$ cat src/design/assert_macros.svh
// Assertion helper macros for the support point picker.
// No dependencies; included by the RTL files that carry assertions.
`ifndef ASSERT_MACROS_SVH
`define ASSERT_MACROS_SVH

// Property checked at every rising clk edge outside reset.
`define ASSERT_CLK(label, prop, msg) \
  label: assert property (@(posedge clk) disable iff (rst) (prop)) else $error(msg);

// Expression that must never be true outside reset.
`define ASSERT_NEVER(label, expr, msg) \
  label: assert property (@(posedge clk) disable iff (rst) !(expr)) else $error(msg);

`endif

$ cat src/design/tmcsp_pkg.sv
// Shared types and constants for the tile minimum-cost support point picker.
// No dependencies.
package tmcsp_pkg;

  localparam int CostW  = 16;
  localparam int PointW = 12;
  localparam int DimW   = 13;

  // register indexes on the configuration port
  localparam logic [1:0] REG_IMAGE_WIDTH  = 2'd0;
  localparam logic [1:0] REG_IMAGE_HEIGHT = 2'd1;
  localparam logic [1:0] REG_VALID_LIMIT  = 2'd2;
  localparam logic [1:0] REG_ACCEPT_LIMIT = 2'd3;

  localparam logic [DimW-1:0]  RST_IMAGE_WIDTH  = 13'd640;
  localparam logic [DimW-1:0]  RST_IMAGE_HEIGHT = 13'd480;
  localparam logic [CostW-1:0] RST_VALID_LIMIT  = 16'd32768;
  localparam logic [CostW-1:0] RST_ACCEPT_LIMIT = 16'd1638;

  // result queue
  localparam int OutDepth = 4;
  localparam int OutPtrW  = 2;
  localparam int OutLvlW  = 3;

  typedef struct packed {
    logic [PointW-1:0] y;
    logic [PointW-1:0] x;
  } point_t;

endpackage

$ cat src/design/tmcsp_out_fifo.sv
// Result queue for the support point picker: holds emitted points until taken.
// Depends on tmcsp_pkg.
`include "assert_macros.svh"

module tmcsp_out_fifo (
  input  logic                              clk,
  input  logic                              rst,
  input  logic                              push,
  input  tmcsp_pkg::point_t                 push_point,
  output logic [tmcsp_pkg::OutLvlW-1:0]     level,
  output logic                              out_valid,
  input  logic                              out_ready,
  output tmcsp_pkg::point_t                 out_point
);

  tmcsp_pkg::point_t                   entries [tmcsp_pkg::OutDepth];
  logic [tmcsp_pkg::OutPtrW-1:0]       wr_ptr;
  logic [tmcsp_pkg::OutPtrW-1:0]       rd_ptr;
  logic                                pop;

  assign out_valid = (level != '0);
  assign out_point = entries[rd_ptr];
  assign pop       = out_valid && out_ready;

  always_ff @(posedge clk) begin
    if (push) begin
      entries[wr_ptr] <= push_point;
    end
  end

  always_ff @(posedge clk) begin
    if (rst) begin
      wr_ptr <= '0;
      rd_ptr <= '0;
      level  <= '0;
    end else begin
      if (push) begin
        wr_ptr <= wr_ptr + 1'b1;
      end
      if (pop) begin
        rd_ptr <= rd_ptr + 1'b1;
      end
      level <= level + tmcsp_pkg::OutLvlW'(push) - tmcsp_pkg::OutLvlW'(pop);
    end
  end

  `ASSERT_NEVER(a_fifo_overflow, push && (level == tmcsp_pkg::OutLvlW'(tmcsp_pkg::OutDepth)), "result queue overflow")

endmodule
$ cat config.mk
export PLATFORM = sky130hd
export DESIGN_NAME = tmcsp_out_fifo
export DESIGN_NICKNAME = d
export VERILOG_FILES = /design/src/design/tmcsp_pkg.sv /design/src/design/tmcsp_out_fifo.sv
export VERILOG_INCLUDE_DIRS = /design/src /design/src/design
export SDC_FILE = /design/constraint.sdc
export NUM_CORES = 1
export LEC_CHECK = 0
export BUFFER_PORTS_ARGS = -buffer_cell sky130_fd_sc_hd__buf_2
export CAP_MARGIN = 10
export CORE_MARGIN = 2
export CORE_UTILIZATION = 45
export DETAILED_ROUTE_END_ITERATION = 7
export GPL_ROUTABILITY_DRIVEN = 1
export GPL_TIMING_DRIVEN = 0
export MAX_ROUTING_LAYER = met4
export PLACE_DENSITY = 0.68
export SLEW_MARGIN = 20
export SYNTH_ARGS = -nofsm -noshare
export SYNTH_HDL_FRONTEND = slang
export SYNTH_SLANG_ARGS = --single-unit
export TNS_END_PERCENT = 1
$ cat constraint.sdc
create_clock -name clk -period 2.51 [get_ports clk]
set_clock_uncertainty 0.15 [all_clocks]
set_input_delay 0.1255 -clock clk [delete_from_list [all_inputs] [get_ports clk]]
set_output_delay 0.1255 -clock clk [all_outputs]
set_load 0.02 [all_outputs]
==> results.cfg, run 1 <==
[run_status]
status = finished, final reports clean

[floorplanning]
initial_utilization_pct = 46.02
coreArea_mm2 = 0.008636
die_width_um = 97.97
pin_count = 56
rows = 34
die_area_mm2 = 0.009598
die_h_um = 97.97

[pwr]
finalPower_w = 0.004030
powerDensity_mw_per_mm2 = 834.3
leakage_nw = 1.693
ir_drop_uv = 532.3

[sta]
timing.hold.ws_ns = 0.03364
tightest_slew_ns = 0.6601
finalMaxSlewViolations = 0
final-hold-violation-count = 0
fmax_mhz = 476.0
period_share_pct = 83.70
rsz0062_at_grt = no
final.setup.tns_ns = 0
slew_headroom_pct = 56.00
fin_crit_ns = 2.101
finalSetupViolations = 0

[setup_path]
critPathKind = flop to flop
worstPathArrival_ns = 2.19
crit_fanout = 6
r2r-end = level[2]
worstPathRequired_ns = 2.60
worstSetupStartpoint = level[1]
cp-end-kind = flop
startpoint_type = flop
crit_path_end = level[2]
reg2reg_depth = 7
r2r-start = level[1]
rrSetupSlack_ns = 0.41

[detailed_routing]
wl_per_cell_um = 16.56
viasPerCell = 5.016
totalWireLength_mm = 6.211
drt_iter0_drc = 78
drc = 0
antenna_left = 0
dr.pass1.iters = 4
vias = 1881

[global_route]
grt_usage_pct = 14.23
antenna_found_initial = 0
grt_pass1_vias = 1972
grt_max_degree = 25
overflow = 0
grt_pass1_wl_mm = 9.942

[clock_tree]
hold_buffers = 27
cts_root_buf = clkbuf_8
clockBufferDepth = 2
cts_resized = 0
cts_sinks = 105
postCtsSetupRepairBufs = 0
worstSkewPairLatency_ns = 0.35
cts_tree = built
path_clk_slew_ns = 0.09
htree_levels = 3
cts_buffers = 9

[synthesis]
synth_top_area_share_pct = 72.54
synth_cell_types = 21
postSynthAreaPerCell_um2 = 23.24
netlist_instances = 171
ys_seq_elements = 105
synth.net_count = 206
synth-seq-area-share_pct = 77.08
yosysTopAreaCell = edfxtp_1
yosysWarnings = 0
syn_area_mm2 = 0.003974
synth_area_leaders = edfxtp_1 (73%), mux4_2 (11%), dfxtp_1 (4.5%)

[final_layout]
syn_to_final_growth_pct = 21.57
drive_gt1_share_pct = 37.83
nets = 298
n_antenna_cell = 0

[hold_path]
hp-class = primary input to flop

[flow_run]
drv_cap = 0

[placement]
post-dp-hpwl_mm = 3.760
port_buffers = 54
gp_congestion = 0.6759
worst min path at each step:
stage                               from        endpoint  cells past startpoint
after floorplan            push_point[0]   entries[0][0]                      0
after global placement    push_point[23]  entries[1][23]                      1
after detailed placement   push_point[3]   entries[2][3]                      1
after CTS                      out_ready            flop                      3
after global routing           out_ready            flop                      3
final                          out_ready            flop                      3
cells in the mapped netlist:
master	count
mux2i_1	1
dfxtp_1	9
xnor2_1	1
ha_1	6
clkbuf_1	2
buf_12	2
nor2_1	5
and2_1	4
edfxtp_1	96
xor3_1	1
o31a_1	1
or3_1	1
o311ai_0	1
fa_1	1
nor2b_1	4
buf_6	1
buf_2	2
mux4_1	4
mux4_2	20
mux2_2	3
inv_1	6
cell type report:
| class | instances | area (µm²) |
|---|---|---|
| fill | 685 | 3805 |
| sequential | 105 | 3063 |
| multi-input combinational | 53 | 824.5 |
| timing repair buffer | 81 | 540.5 |
| tap | 108 | 135.1 |
| clock buffer | 9 | 123.9 |
| buffer | 7 | 68.82 |
| clock inverter | 6 | 52.55 |
| inverter | 6 | 22.52 |
power by group:
group	leakage [nW]	switching, W	total, W	internal [W]
sequential	0.956	0.0000489	0.00207	0.00202
combinational	0.653	0.000527	0.00103	0.000505
clock	0.0838	0.000556	0.000924	0.000369
total	1.69	0.00113	0.00403	0.00290
routing by layer:
| layer | track usage [%] | routed length [µm] | vias up |
|---|---|---|---|
| li1 | - | - | 881 |
| met1 | 17.94 | 2708 | 947 |
| met2 | 22.81 | 3208 | 45 |
| met3 | 2.720 | 224 | 8 |
| met4 | 6.090 | 70 | 0 |
| met5 | - | 0 | - |
critical path: stages, from the launching register on:
cell,delay (ns)
dfxtp_1,0.36
o31a_1,0.36
ha_1,0.29
inv_1,0.04
ha_1,0.18
fa_1,0.37
xor3_1,0.20
nor2_1,0.04
cells in the final DEF (no fill, tap or decap), types with 2 or more instances in the layout:
cell,netlist,final
mux4_2,20,20
clkbuf_8,0,9
clkinvlp_4,0,2
nor2_1,5,5
dfxtp_1,9,9
nor2b_1,4,4
edfxtp_1,96,96
dlygate4sd3_1,0,27
clkbuf_1,2,2
mux4_1,4,4
clkinv_4,0,2
buf_2,2,56
inv_1,6,6
buf_12,2,2
and2_2,0,4
ha_1,6,6
mux2_2,3,3
registers in the layout (all words and copies together), names as in the netlist, named ones only:
register and count:
wr_ptr 2, rd_ptr 2, entries 96, level 3
cell families after synthesis:
logic type / count (synthesis) / synth area share, %
adder cells (fa/ha/maj): 7 / 2.393
AND/OR/NAND/NOR: 14 / 1.889
flip-flops: 105 / 77.08
buffers and inverters: 13 / 2.299
AO/OA/AOI/OAI: 2 / 0.4409
multiplexers: 28 / 15.08
XOR/XNOR: 2 / 0.8186
per-stage QoR:
| stage | cells | util [%] | area (µm²) | setup WS [ns] |
|---|---|---|---|---|
| 2_1_floorplan | 171 | - | 3974 | 0.4327 |
| 3_3_place_gp | 333 | 50.71 | 4379 | 0.3757 |
| 3_5_place_dp | 333 | 50.77 | 4384 | 0.4118 |
| 4_1_cts | 375 | 55.94 | 4831 | 0.3932 |
| 5_1_grt | 375 | 55.94 | 4831 | 0.2653 |
| 6_report | 375 | 55.94 | 4831 | 0.4090 |
(Power assumes the default switching activity.)
==> inputs of run 2 (changes only) <==
==> constraint.sdc (replaced) <==
create_clock -name clk -period 2.2 [get_ports clk]
set_clock_uncertainty 0.15 [all_clocks]
set_input_delay 0.11 -clock clk [delete_from_list [all_inputs] [get_ports clk]]
set_output_delay 0.11 -clock clk [all_outputs]
set_load 0.02 [all_outputs]
==> run 2 against run 1 <==
  * Wire length increased by 0.72%
  * Final area increased by 0.16%
  * Clock-buffer cell count unchanged
  * Sequential cell count unchanged
  * Via count increased by 0.37%
  * Critical path depth unchanged
  * Hold slack got worse by 0.016 ns
  * Die area unchanged
  * Total power increased by 15%
  * First-iteration DRC count increased by 21%
  * Sequential share of layout area decreased by 0.098 points
  * Clock power increased by 15%
==> results.cfg, run 2 (synthesis gave the netlist of run 1 again) <==
[final_layout]
regMostFlops = entries
reg.largest.list = entries (96), level (3)
drive_gt1_share_pct = 38.06
syn_to_final_growth_pct = 21.76
stdcell_count = 376
final_common_cell = edfxtp_1
nets = 299
fin_util_pct = 56.03
largest_reg_flops = 96
n_antenna_cell = 0
layout_common_cells = edfxtp_1 (96), buf_2 (56), dlygate4sd3_1 (27), mux4_2 (20)

[detailed_routing]
wl_per_cell_um = 16.64
antenna_left = 0
viasPerCell = 5.021
drc = 0
drt_iter0_drc = 94
dr.pass1.iters = 4
vias = 1888
totalWireLength_mm = 6.256

[clock_tree]
cts_tree = built
worstSkewPairLatency_ns = 0.35
cts_buffers = 9
cts_resized = 0
htree_levels = 3
path_clk_slew_ns = 0.09
cts_root_buf = clkbuf_8
clockBufferDepth = 2
cts_sinks = 105

[setup_path]
reg2reg_depth = 7
worstPathArrival_ns = 2.15
r2r-end = level[2]
critPathKind = flop to flop
worstPathRequired_ns = 2.29
crit_fanout = 5
rrSetupSlack_ns = 0.14
cp-end-kind = flop
startpoint_type = flop
r2r-start = level[2]

[global_route]
grt_pass1_wl_mm = 9.942
antenna_found_initial = 0
grt_max_degree = 25
grt_usage_pct = 14.23
grt_pass1_vias = 1972
overflow = 0

[pwr]
intPower_w = 0.003315
sw_frac_of_total_pct = 28.18
power.switching_w = 0.001301
ir_drop_uv = 607.1
pwr-share-comb_pct = 25.7
powerDensity_mw_per_mm2 = 954.0
p_clk_share_pct = 23.0
power_frac_seq_pct = 51.3
leakage_nw = 1.698

[flow_run]
drv_cap = 0

[sta]
finalSetupViolations = 0
period_share_pct = 93.64
slew_headroom_pct = 55.75
rsz0062_at_grt = no
final-hold-violation-count = 0
fin_crit_ns = 2.060
finalMaxSlewViolations = 0
final.setup.tns_ns = 0
fmax_mhz = 485.4
worst_slack_ns = 0.1399
tightest_slew_ns = 0.6638
timing.hold.ws_ns = 0.01813

[hold_path]
min_from = out_ready
holdPathStages = 3
hp-class = primary input to flop

[floorplanning]
die_area_mm2 = 0.009598
pin_count = 56
die_h_um = 97.97
die_width_um = 97.97
rows = 34
initial_utilization_pct = 46.02
coreArea_mm2 = 0.008636

[placement]
dp.cells = 333
gp_congestion = 0.6759
post-dp-hpwl_mm = 3.760
dp_slack_ns = 0.1018
port_buffers = 54

[run_status]
status = finished, final reports clean
[run 2: critical path, cell delays in order, from the launching register on]
cell and delay (ns):
dfxtp_1 0.36, o31a_1 0.33, ha_1 0.28, inv_1 0.04
ha_1 0.18, fa_1 0.37, xor3_1 0.20, nor2_1 0.04
[run 2: area by class of cell]
type / instances / area, µm²
fillers: 685 / 3797
flip-flops and latches: 105 / 3063
multi-input cells: 53 / 824.5
repair buffers: 82 / 548.0
well taps: 108 / 135.1
clock buffers: 9 / 123.9
plain buffers: 7 / 68.82
clock inverters: 6 / 52.55
inverters: 6 / 22.52
[run 2: repair_timing]
action | 4_1_cts | 5_1_grt
endpoints found under the setup margin | 0 | 1
endpoints found under the hold margin | 101 | 0
hold buffers | 27 | 0
buffers inserted | 0 | 1
[run 2: metal layers]
metal  wire length (µm)  GRT usage [%]
met1               2731          17.94
met2               3233          22.81
met3                220          2.720
met4                 71          6.090
met5                  0              -
[run 2: worst max-delay path by stage]
| stage | start | end | slack (ns) | cells after the start |
|---|---|---|---|---|
| after floorplan | level[1] | level[2] | 0.12 | 7 |
| after global placement | wr_ptr[0] | entries[0][7] | 0.07 | 3 |
| after detailed placement | level[1] | level[2] | 0.10 | 7 |
| after CTS | level[1] | level[2] | 0.08 | 7 |
| after global routing | level[2] | level[2] | 0.02 | 7 |
| final | level[2] | level[2] | 0.14 | 7 |
[run 2: power groups by stage]
stage	sequential (W)	combinational, W	clock, W
detailed placement	0.00241	0.00117	0
global placement	0.00241	0.00115	0
finish	0.00237	0.00119	0.00106
floorplan	0.00242	0.000828	0
global route	0.00238	0.00130	0.00116
CTS	0.00237	0.00121	0.00109
[run 2: through the flow]
step | total power (W) | cell area [µm²]
floorplan | 0.003253 | 3974
global placement | 0.003559 | 4379
detailed placement | 0.003580 | 4384
CTS | 0.004663 | 4831
global route | 0.004843 | 4838
finish | 0.004616 | 4838
